<file path="src/hdl/wsd_pkg.sv">
`default_nettype none

package wsd_pkg;

    // Length codes of the second header byte that announce an extended length.
    localparam logic [6:0] LEN_CODE_16 = 7'd126;
    localparam logic [6:0] LEN_CODE_64 = 7'd127;

    // Index of the last extended length byte for each form, counted from zero.
    localparam logic [2:0] EXT_LAST_16 = 3'd1;
    localparam logic [2:0] EXT_LAST_64 = 3'd7;

    // Index of the last mask key byte.
    localparam logic [2:0] KEY_LAST = 3'd3;

    // One result item as it leaves the block.
    typedef struct packed {
        logic [7:0] payload_byte;
        logic       has_byte;
        logic       fin_flag;
        logic [3:0] frame_opcode;
        logic       was_masked;
        logic       last_of_frame;
    } t_result;

    // Result offered by the parser in the cycle it consumes a byte.
    typedef struct packed {
        logic    valid;
        t_result res;
    } t_res_push;

endpackage

`default_nettype wire

</file>
<file path="src/hdl/wsd_parser.sv">
`default_nettype none

module wsd_parser (
    input  wire logic              i_clk,
    input  wire logic              i_rst_n,
    input  wire logic              i_take,
    input  wire logic [7:0]        i_byte,
    output wsd_pkg::t_res_push     o_push
);

    localparam logic [2:0] PH_HDR0    = 3'd0;
    localparam logic [2:0] PH_HDR1    = 3'd1;
    localparam logic [2:0] PH_EXTLEN  = 3'd2;
    localparam logic [2:0] PH_MASK    = 3'd3;
    localparam logic [2:0] PH_PAYLOAD = 3'd4;

    logic [2:0]  r_phase,  n_phase;
    logic [2:0]  r_hcnt,   n_hcnt;
    logic [63:0] r_len,    n_len;
    logic [31:0] r_key,    n_key;
    logic [1:0]  r_mpos,   n_mpos;
    logic        r_fin,    n_fin;
    logic [3:0]  r_opc,    n_opc;
    logic        r_masked, n_masked;
    logic        r_long,   n_long;

    logic        len_done;
    logic [63:0] done_len;
    logic [6:0]  len_code;
    logic [2:0]  ext_last;
    logic [7:0]  key_byte;
    logic        emit;
    logic        emit_has;
    logic        emit_last;
    logic [7:0]  emit_byte;

    always_comb begin
        n_phase   = r_phase;
        n_hcnt    = r_hcnt;
        n_len     = r_len;
        n_key     = r_key;
        n_mpos    = r_mpos;
        n_fin     = r_fin;
        n_opc     = r_opc;
        n_masked  = r_masked;
        n_long    = r_long;
        len_done  = 1'b0;
        done_len  = r_len;
        len_code  = i_byte[6:0];
        ext_last  = r_long ? wsd_pkg::EXT_LAST_64 : wsd_pkg::EXT_LAST_16;
        key_byte  = 8'd0;
        emit      = 1'b0;
        emit_has  = 1'b0;
        emit_last = 1'b1;
        emit_byte = 8'd0;

        unique case (r_phase)
            PH_HDR1: begin
                n_masked = i_byte[7];
                n_hcnt   = 3'd0;
                if (len_code == wsd_pkg::LEN_CODE_16 || len_code == wsd_pkg::LEN_CODE_64) begin
                    n_long  = (len_code == wsd_pkg::LEN_CODE_64);
                    n_len   = 64'd0;
                    n_phase = PH_EXTLEN;
                end else begin
                    n_len    = {57'd0, len_code};
                    len_done = 1'b1;
                    done_len = {57'd0, len_code};
                end
            end
            PH_EXTLEN: begin
                n_len = {r_len[55:0], i_byte};
                if (r_hcnt >= ext_last) begin
                    len_done = 1'b1;
                    done_len = {r_len[55:0], i_byte};
                end else begin
                    n_hcnt = r_hcnt + 3'd1;
                end
            end
            PH_MASK: begin
                n_key = {r_key[23:0], i_byte};
                if (r_hcnt >= wsd_pkg::KEY_LAST) begin
                    n_hcnt = 3'd0;
                    n_mpos = 2'd0;
                    if (r_len == 64'd0) begin
                        n_phase = PH_HDR0;
                        emit    = 1'b1;
                    end else begin
                        n_phase = PH_PAYLOAD;
                    end
                end else begin
                    n_hcnt = r_hcnt + 3'd1;
                end
            end
            PH_PAYLOAD: begin
                if (r_masked) begin
                    case (r_mpos)
                        2'd0:    key_byte = r_key[31:24];
                        2'd1:    key_byte = r_key[23:16];
                        2'd2:    key_byte = r_key[15:8];
                        default: key_byte = r_key[7:0];
                    endcase
                end
                n_mpos    = r_mpos + 2'd1;
                n_len     = r_len - 64'd1;
                emit      = 1'b1;
                emit_has  = 1'b1;
                emit_byte = i_byte ^ key_byte;
                emit_last = (r_len == 64'd1);
                if (r_len == 64'd1) begin
                    n_phase = PH_HDR0;
                end
            end
            default: begin
                // First header byte; unused phase codes land here as well.
                n_fin   = i_byte[7];
                n_opc   = i_byte[3:0];
                n_phase = PH_HDR1;
            end
        endcase

        // The length is complete: a masked frame reads its key next, otherwise
        // the payload starts or an empty frame is closed with a marker.
        if (len_done) begin
            n_hcnt = 3'd0;
            if (n_masked) begin
                n_phase = PH_MASK;
            end else begin
                n_mpos = 2'd0;
                if (done_len == 64'd0) begin
                    n_phase = PH_HDR0;
                    emit    = 1'b1;
                end else begin
                    n_phase = PH_PAYLOAD;
                end
            end
        end
    end

    always_comb begin
        o_push.valid             = i_take && emit;
        o_push.res.payload_byte  = emit_byte;
        o_push.res.has_byte      = emit_has;
        o_push.res.fin_flag      = n_fin;
        o_push.res.frame_opcode  = n_opc;
        o_push.res.was_masked    = n_masked;
        o_push.res.last_of_frame = emit_last;
    end

    always_ff @(posedge i_clk) begin
        if (!i_rst_n) begin
            r_phase  <= PH_HDR0;
            r_hcnt   <= 3'd0;
            r_len    <= 64'd0;
            r_key    <= 32'd0;
            r_mpos   <= 2'd0;
            r_fin    <= 1'b0;
            r_opc    <= 4'd0;
            r_masked <= 1'b0;
            r_long   <= 1'b0;
        end else if (i_take) begin
            r_phase  <= n_phase;
            r_hcnt   <= n_hcnt;
            r_len    <= n_len;
            r_key    <= n_key;
            r_mpos   <= n_mpos;
            r_fin    <= n_fin;
            r_opc    <= n_opc;
            r_masked <= n_masked;
            r_long   <= n_long;
        end
    end

    // An empty-frame marker always closes its frame and carries a zero byte.
    a_marker_last: assert property (@(posedge i_clk) disable iff (!i_rst_n)
        o_push.valid && !o_push.res.has_byte |->
            o_push.res.last_of_frame && o_push.res.payload_byte == 8'd0)
        else $error("empty-frame marker malformed");

    // The final payload byte returns the parser to the first header byte.
    a_payload_end: assert property (@(posedge i_clk) disable iff (!i_rst_n)
        i_take && r_phase == PH_PAYLOAD && r_len == 64'd1 |=> r_phase == PH_HDR0)
        else $error("parser did not return to header after last payload byte");

    // A payload byte is only ever produced from the payload phase.
    a_byte_phase: assert property (@(posedge i_clk) disable iff (!i_rst_n)
        o_push.valid && o_push.res.has_byte |-> r_phase == PH_PAYLOAD)
        else $error("payload byte produced outside payload phase");

endmodule

`default_nettype wire

</file>
<file path="src/hdl/wsd_out_reg.sv">
`default_nettype none

module wsd_out_reg (
    input  wire logic              i_clk,
    input  wire logic              i_rst_n,
    input  wire wsd_pkg::t_res_push i_push,
    input  wire logic              i_stall,
    output logic                   o_ready,
    output logic                   o_valid,
    output wsd_pkg::t_result       o_res
);

    logic             r_valid;
    wsd_pkg::t_result r_res;

    // The register can be reloaded when it is empty or its transaction completes.
    assign o_ready = !r_valid || !i_stall;
    assign o_valid = r_valid;
    assign o_res   = r_res;

    always_ff @(posedge i_clk) begin
        if (!i_rst_n) begin
            r_valid <= 1'b0;
        end else if (o_ready) begin
            r_valid <= i_push.valid;
        end
    end

    always_ff @(posedge i_clk) begin
        if (o_ready && i_push.valid) begin
            r_res <= i_push.res;
        end
    end

endmodule

`default_nettype wire

</file>
<file path="src/hdl/websocket_frame_deframer_core.sv">
`default_nettype none

// WebSocket frame deframer, base framing only.
// The input channel (i_valid, o_stall, i_in_byte) carries the raw frame stream,
// one byte per transaction, frames following each other without gaps.
// The output channel (o_valid, i_stall and the o_* result fields) carries one
// transaction per payload byte, unmasked, with the FIN bit, opcode and mask
// flag of the frame it belongs to; the last byte of a frame is flagged.
// A frame of zero length gives a single marker transaction with no byte.
// Header, extended length and mask key bytes give no transaction.
// Each accepted byte is registered, then its result is registered for output.
// Throughput is one byte per cycle: the input register, the parser and the
// result register form a two-stage pipeline that advances every cycle the
// result register is free or being emptied.
// When the receiver stalls, the result register holds its transaction, the
// input register keeps the next byte and o_stall rises once that is full.
// A synchronous reset (i_rst_n low) empties both registers and returns the
// parser to expecting the first header byte of a new frame.

module websocket_frame_deframer_core (
    input  wire logic       i_clk,
    input  wire logic       i_rst_n,
    input  wire logic       i_valid,
    output logic            o_stall,
    input  wire logic [7:0] i_in_byte,
    output logic            o_valid,
    input  wire logic       i_stall,
    output logic [7:0]      o_payload_byte,
    output logic            o_has_byte,
    output logic            o_fin_flag,
    output logic [3:0]      o_frame_opcode,
    output logic            o_was_masked,
    output logic            o_last_of_frame
);

    logic                r_in_valid;
    logic [7:0]          r_in_byte;
    logic                out_ready;
    logic                take;
    wsd_pkg::t_res_push  push;
    wsd_pkg::t_result    res;

    // The byte in the input register is consumed whenever the result register
    // can take whatever the parser produces for it.
    assign take    = r_in_valid && out_ready;
    assign o_stall = r_in_valid && !out_ready;

    always_ff @(posedge i_clk) begin
        if (!i_rst_n) begin
            r_in_valid <= 1'b0;
        end else if (i_valid && !o_stall) begin
            r_in_valid <= 1'b1;
        end else if (take) begin
            r_in_valid <= 1'b0;
        end
    end

    always_ff @(posedge i_clk) begin
        if (i_valid && !o_stall) begin
            r_in_byte <= i_in_byte;
        end
    end

    wsd_parser u_parser (
        .i_clk   (i_clk),
        .i_rst_n (i_rst_n),
        .i_take  (take),
        .i_byte  (r_in_byte),
        .o_push  (push)
    );

    wsd_out_reg u_out_reg (
        .i_clk   (i_clk),
        .i_rst_n (i_rst_n),
        .i_push  (push),
        .i_stall (i_stall),
        .o_ready (out_ready),
        .o_valid (o_valid),
        .o_res   (res)
    );

    assign o_payload_byte  = res.payload_byte;
    assign o_has_byte      = res.has_byte;
    assign o_fin_flag      = res.fin_flag;
    assign o_frame_opcode  = res.frame_opcode;
    assign o_was_masked    = res.was_masked;
    assign o_last_of_frame = res.last_of_frame;

    // Input back-pressure only appears while a finished result is held.
    a_stall_cause: assert property (@(posedge i_clk) disable iff (!i_rst_n)
        o_stall |-> o_valid && i_stall)
        else $error("input stalled without a held result");

    // A byte in the input register that was not consumed is still there.
    a_in_hold: assert property (@(posedge i_clk) disable iff (!i_rst_n)
        r_in_valid && !take |=> r_in_valid && $stable(r_in_byte))
        else $error("input register lost a byte");

endmodule

`default_nettype wire

</file>
<file path="config.mk">
export PLATFORM = sky130hd
export DESIGN_NAME = websocket_frame_deframer_core
export DESIGN_NICKNAME = d
export VERILOG_FILES = /design/src/hdl/wsd_pkg.sv /design/src/hdl/wsd_parser.sv /design/src/hdl/wsd_out_reg.sv /design/src/hdl/websocket_frame_deframer_core.sv
export SDC_FILE = /design/constraint.sdc
export NUM_CORES = 1
export LEC_CHECK = 0
export BUFFER_PORTS_ARGS = -buffer_cell sky130_fd_sc_hd__clkbuf_2
export CAP_MARGIN = 25
export CORE_ASPECT_RATIO = 1.5
export CORE_UTILIZATION = 45
export CTS_CLUSTER_DIAMETER = 200
export DETAILED_ROUTE_END_ITERATION = 8
export GPL_ROUTABILITY_DRIVEN = 0
export GPL_TIMING_DRIVEN = 0
export HOLD_SLACK_MARGIN = 0.03
export SYNTH_ARGS = -nofsm -noshare
export SYNTH_HDL_FRONTEND = slang
export SYNTH_SLANG_ARGS = --single-unit
export TNS_END_PERCENT = 10
</file>
<file path="constraint.sdc">
create_clock -name i_clk -period 3.3 [get_ports i_clk]
set_input_delay 0.66 -clock i_clk [delete_from_list [all_inputs] [get_ports i_clk]]
set_output_delay 0.66 -clock i_clk [all_outputs]
set_load 0.01 [all_outputs]
</file>
* After elaboration in Yosys (flattened, before gate mapping)
Index checks and enable logic that the tools add are counted.
Cells by class: magnitude comparators 2, bitwise logic cells 1, equality and inequality tests 14, add/subtract/negate cells 3, reduce and logical (&&, ||, !) cells 23, mux-type cells 40
Operators by type and width (number):
- $pmux W64 S3 | 1
- $logic_not A64 Y1 | 2
- $mux W64 | 2
- $pmux W64 S2 | 1
- $eq A64 B1 Y1 const B | 1
- $sub A64 B1 Y64 const B | 1
- $mux W3 | 11
- $pmux W8 S3 | 1
- $mux W8 | 2
- $eq A7 B7 Y1 const B | 2
- $mux W1 | 12
- $pmux W3 S4 | 1
- $ne A3 B1 Y1 const B | 3
- $pmux W3 S3 | 1
- $xor A8 B8 Y8 | 1
- $mux W7 | 1
- $eq A3 B2 Y1 const B | 2
- $mux W2 | 3
- $reduce_and A3 Y1 | 2
- $logic_and A1 B1 Y1 | 5
- $reduce_and A5 Y1 | 1
- $logic_not A1 Y1 | 4
- $mux W4 | 1
- $pmux W1 S2 | 2
- 18 further kinds | 20
Word-level totals: output and inout port bits 18, word-level logic and storage cells 101, register bits 137

* Depth between registers and ports, before layout
depth after elaboration 10, depth in mapped cells 11, gate-level depth less buffers 9

* By module
From an unflattened synthesis, not the netlist that was laid out.
Unflattened totals: cell total of the unflattened synthesis 1026, area total of the unflattened synthesis 7891.3 um2
By module, submodules not included:
- wsd_parser | sequential area each 2222.1 um2, area an instance 7075.5 um2, instances 1, cells an instance 992
- wsd_out_reg | sequential area each 500.5 um2, area an instance 521.8 um2, instances 1, cells an instance 21
- websocket_frame_deframer_core | sequential area each 260.2 um2, area an instance 294.0 um2, instances 1, cells an instance 13

* Least setup slack after synthesis
Ideal clock, no wire load.
path kind reg2reg, from reg u_parser.r_long, to reg u_out_reg.r_res, in the netlist u_out_reg.o_res[0] (enable), arrival time 3178 ps, cell stages (with the launch flop) 12, path slack -272 ps, buffers on the path 2, path through dfxtp_1 -> inv_1 -> ha_1 -> clkbuf_1 -> and3_1 -> clkbuf_1 -> nor2_1 -> mux2_2 -> nor4_1 -> a21o_1 -> o2111ai_1 -> a21oi_1
Between the ends: word-level cells in the longest chain between the ends 10
RTL lines:
- from (decl) | line wsd_parser.sv:25 | logic r_long, n_long;
- from (signal assigned) | line wsd_parser.sv:170 | r_long <= n_long;
- $mux W3 (*) | line wsd_parser.sv:50 | ext_last = r_long ? wsd_pkg::EXT_LAST_64 : wsd_pkg::EXT_LAST_16;
- $ge A3 B3 Y1 (*) | line wsd_parser.sv:73 | if (r_hcnt >= ext_last) begin
- $mux W64 | line wsd_parser.sv:73
- $pmux W64 S2 | line wsd_parser.sv:57 | unique case (r_phase)
- $logic_not A64 Y1 | line wsd_parser.sv:130 | if (done_len == 64'd0) begin
- $mux W1 | line wsd_parser.sv:130
- $mux W1 | line wsd_parser.sv:126 | if (n_masked) begin
- $mux W1 (*) | line wsd_parser.sv:124 | if (len_done) begin
- $logic_and A1 B1 Y1 (*) | line wsd_parser.sv:141 | o_push.valid = i_take && emit;
- $logic_and A1 B1 Y1 (*) | line wsd_out_reg.sv:30 | if (o_ready && i_push.valid) begin
- to (signal assigned) | line wsd_out_reg.sv:31 | r_res <= i_push.res;
- to (decl) | line wsd_out_reg.sv:14 | wsd_pkg::t_result r_res;
Mark *: on every way between the ends. The rest lies on a longest branch, timed or not. A chain may end at the register's enable or synchronous reset.

* Worst setup path in the final report
from reg u_parser.r_len[9], to reg u_out_reg.r_res, in the netlist u_out_reg.o_res[7] (enable)
Between the ends: word-level cells in the longest chain between the ends 9
RTL lines:
- from (decl) | line wsd_parser.sv:19 | logic [63:0] r_len, n_len;
- from (signal assigned) | line wsd_parser.sv:164 | r_len <= n_len;
- $logic_not A64 Y1 | line wsd_parser.sv:85 | if (r_len == 64'd0) begin
- $mux W1 | line wsd_parser.sv:85
- $mux W1 | line wsd_parser.sv:82 | if (r_hcnt >= wsd_pkg::KEY_LAST) begin
- $pmux W1 S2 | line wsd_parser.sv:57
- $mux W1 | line wsd_parser.sv:130
- $mux W1 | line wsd_parser.sv:126
- $mux W1 (*) | line wsd_parser.sv:124
- $logic_and A1 B1 Y1 (*) | line wsd_parser.sv:141
- $logic_and A1 B1 Y1 (*) | line wsd_out_reg.sv:30
Marks and branches as above.

==> flow_summary.ini <==
[layout]
areaGrowthSynthToFinish_pct = 14.4
n_antenna_cell = 0
final_common_cell = nand2_1
stdcell_area_um2 = 9020
instances_no_fill = 1282
nets = 1081
drive_gt1_share_pct = 10.5
final_cell_mix = 152 x nand2_1, 113 x dfxtp_1, 99 x nor2_1

[placed_design]
placed_cells = 1253
placed_cell_area_um2 = 8300
hpwlAfterDp_um = 21200
port-buffer-count = 29
place_ws_ps = -904

[clocking]
clock_sinks = 137
cts-hold-fix-buffers = 0
cts_tree = yes
cts_buffers = 17
htree_levels = 4
clockBufferDepth = 2
cts-root-buf = clkbuf_16
clk_pin_slew_ps = 70
worstSkewPairLatency_ps = 440

[critical_path]
arrival_ps = 3370
critPathRequiredTime_ps = 3450
worstSetupStartpointType = flop
r2r_cells = 9
r2r_slack_ps = 80
regToRegStartpoint = u_parser.r_len[9]$_SDFFE_PN0P_
cp_max_fo = 16
r2r_end = u_out_reg.o_res[7]$_DFFE_PP_
crit_type = flop to flop
end_kind = flop
crit_start = u_parser.r_len[9]$_SDFFE_PN0P_

[routing]
drcViolationCount = 0
drtIter0Drc = 975
dr.pass1.iters = 8
avgViaCountPerCell = 6.48
vias = 8313
wire_per_inst_um = 23.1
drtAntennaViolNets = 0
routed_wl_um = 29600

[yosys]
syn_inst = 1014
async_flop_share_pct = 0
synth_seq_cells = 137
yosys_warnings = 0
netlist_area_um2 = 7890
yosys.area_share.xor_xnor_pct = 3.78
ys_top_cells_by_area = dfxtp_1 29%, edfxtp_1 9.1%, nand2_1 7.3%
synth_top_family_by_area = simple AND/OR/NAND/NOR gates
seq_area_frac_synth_pct = 37.8
synthMuxAreaShare_pct = 1.40
synth_edf_count = 24
synth_cell_types = 75
synth-main-ff-cell = dfxtp_1
synth.top_cell.area_share_pct = 28.7
synth_nets = 1036
synth-simple-area-share_pct = 25.1
synth_top_area_cell = dfxtp_1
synth_fa_ha_area_share_pct = 1.59
synth_compound_area_share_pct = 24.8
syn_area_per_cell_um2 = 7.78

[pwr]
p_seq_share_pct = 39.3
p_int_mw = 3.04
vdd_ir_drop_max_mv = 0.361
pwr-share-comb_pct = 19.6
p_sw_share_pct = 32.4
finalPower_mw = 4.50
pwr_density_cell_nw_per_um2 = 498
p_sw_mw = 1.46
p_clk_share_pct = 41.0
p_leak_nw = 3.31

[status]
outcome = completed

[sta]
report.final.slew_viol_count = 0
fin_ws_ps = 76.5
setup_viol = 0
rsz0062_at_grt = true
period_minus_slack_ps = 3220
worst_pin_slew_ps = 973
fin_skew_ps = 10.5
post-route-period-util_pct = 97.7
hold_viol_final = 0
fmax_mhz = 310
max-slew-margin-rel_pct = 34.9

[die]
initial_core_util_pct = 46.4
die_width_um = 110
core_um2 = 17000
row_count = 58
dieArea_um2 = 18100
pin_count = 30
die-height_um = 164

[min_path]
worstHoldStart = i_in_byte[5]
min_to = r_in_byte[5]$_DFFE_PP_
hold_depth = 1
min_path_type = primary input to flop

[grt]
first_global_vias = 7994
antenna_found_initial = 0
grt_pass1_wl_um = 45000
grt_overflow = 0
grt_start_max_net_pins = 17
grt_usage_pct = 34.0

[job]
max_cap_violations = 0
-- power groups by stage --
| stage | registers (mW) | clock network [mW] | logic, mW |
|---|---|---|---|
| after floorplan | 1.79 | 0 | 0.602 |
| after global placement | 1.80 | 0 | 0.820 |
| after detailed placement | 1.80 | 0 | 0.822 |
| after CTS | 1.77 | 1.86 | 0.836 |
| after global routing | 1.77 | 1.93 | 0.948 |
| final | 1.77 | 1.85 | 0.883 |
-- routing by layer --
metal | vias up | track usage, % | part of all wire, %
li1 | 3820 | - | -
met1 | 3874 | 37.0 | 37
met2 | 444 | 56.4 | 48
met3 | 175 | 7.58 | 6.8
met4 | 0 | 26.0 | 8.0
met5 | - | 0 | 0
-- worst max-delay path: stages (launching register included) --
cell     delay, ps
dfxtp_1        300
buf_2          170
or4_1          490
buf_2          170
or3_4          350
buf_6          160
nor4_4         570
a31oi_2        290
a21oi_4        240
buf_12         180
-- repair_timing --
| action | in CTS | in global routing |
|---|---|---|
| resized for setup | 11 | 18 |
| setup endpoints to repair | 30 | 37 |
| pin swaps | 2 | 3 |
| buffers inserted | 1 | 1 |
| hold endpoints to repair | 0 | 0 |
-- registers in the layout, indices dropped and copies added, names as in the netlist --
| signal | flops |
|---|---|
| r_in_byte | 8 |
| r_in_valid | 1 |
| u_out_reg.o_res | 16 |
| u_out_reg.o_valid | 1 |
| u_parser.r_fin | 1 |
| u_parser.r_hcnt | 3 |
| u_parser.r_key | 32 |
| u_parser.r_len | 64 |
| u_parser.r_long | 1 |
| u_parser.r_masked | 1 |
| u_parser.r_mpos | 2 |
| u_parser.r_opc | 4 |
| u_parser.r_phase | 3 |
-- worst max-delay path by stage --
stage	cells past startpoint	endpoint
after detailed placement	11	u_out_reg.o_res[15]$_SDFFCE_PN0P_
after global routing	11	u_parser.r_len[57]$_SDFFE_PN0P_
after floorplan	11	u_out_reg.o_res[0]$_SDFFCE_PN1P_
after global placement	11	u_out_reg.o_res[8]$_SDFFCE_PN0P_
final	9	u_out_reg.o_res[7]$_DFFE_PP_
after CTS	9	u_parser.r_len[43]$_SDFFE_PN0P_
-- stage by stage --
step	TNS [ps]	hold WS [ps]	util (%)
final	0	393	53.1
after global routing	-200	382	53.1
after CTS	0	393	52.6
after detailed placement	-15510	453	48.9
after global placement	-15320	447	48.9
after floorplan	0	436	-
-- cells in the mapped netlist (15+ instances only) --
library cell	n
dfxtp_1	113
or3_1	15
a22oi_1	29
nand3_1	21
nand2_1	153
clkbuf_1	77
inv_1	16
a21oi_1	80
edfxtp_1	24
o21ai_0	71
nor3_1	37
nor2_1	100
xor2_1	22
nor4_1	32
-- area by class of cell --
cell class	instances	area [µm²]
Inverter	16	60.1
Fill cell	1653	7960
Sequential cell	137	2980
Clock buffer	18	429
Tap cell	210	263
Clock inverter	14	131
Buffer	88	360
Multi-Input combinational cell	768	4620
Timing Repair Buffer	31	173
-- kinds of logic after synthesis --
kind of cell               Yosys count
and+or+nand+nor                    412
AOI/OAI and AO/OA                  302
DFF                                137
buffers and inverters              109
xor gates and xnor gates            34
muxes                               10
adders and majority gates           10
No activity file was read; power rests on OpenSTA's default activity.
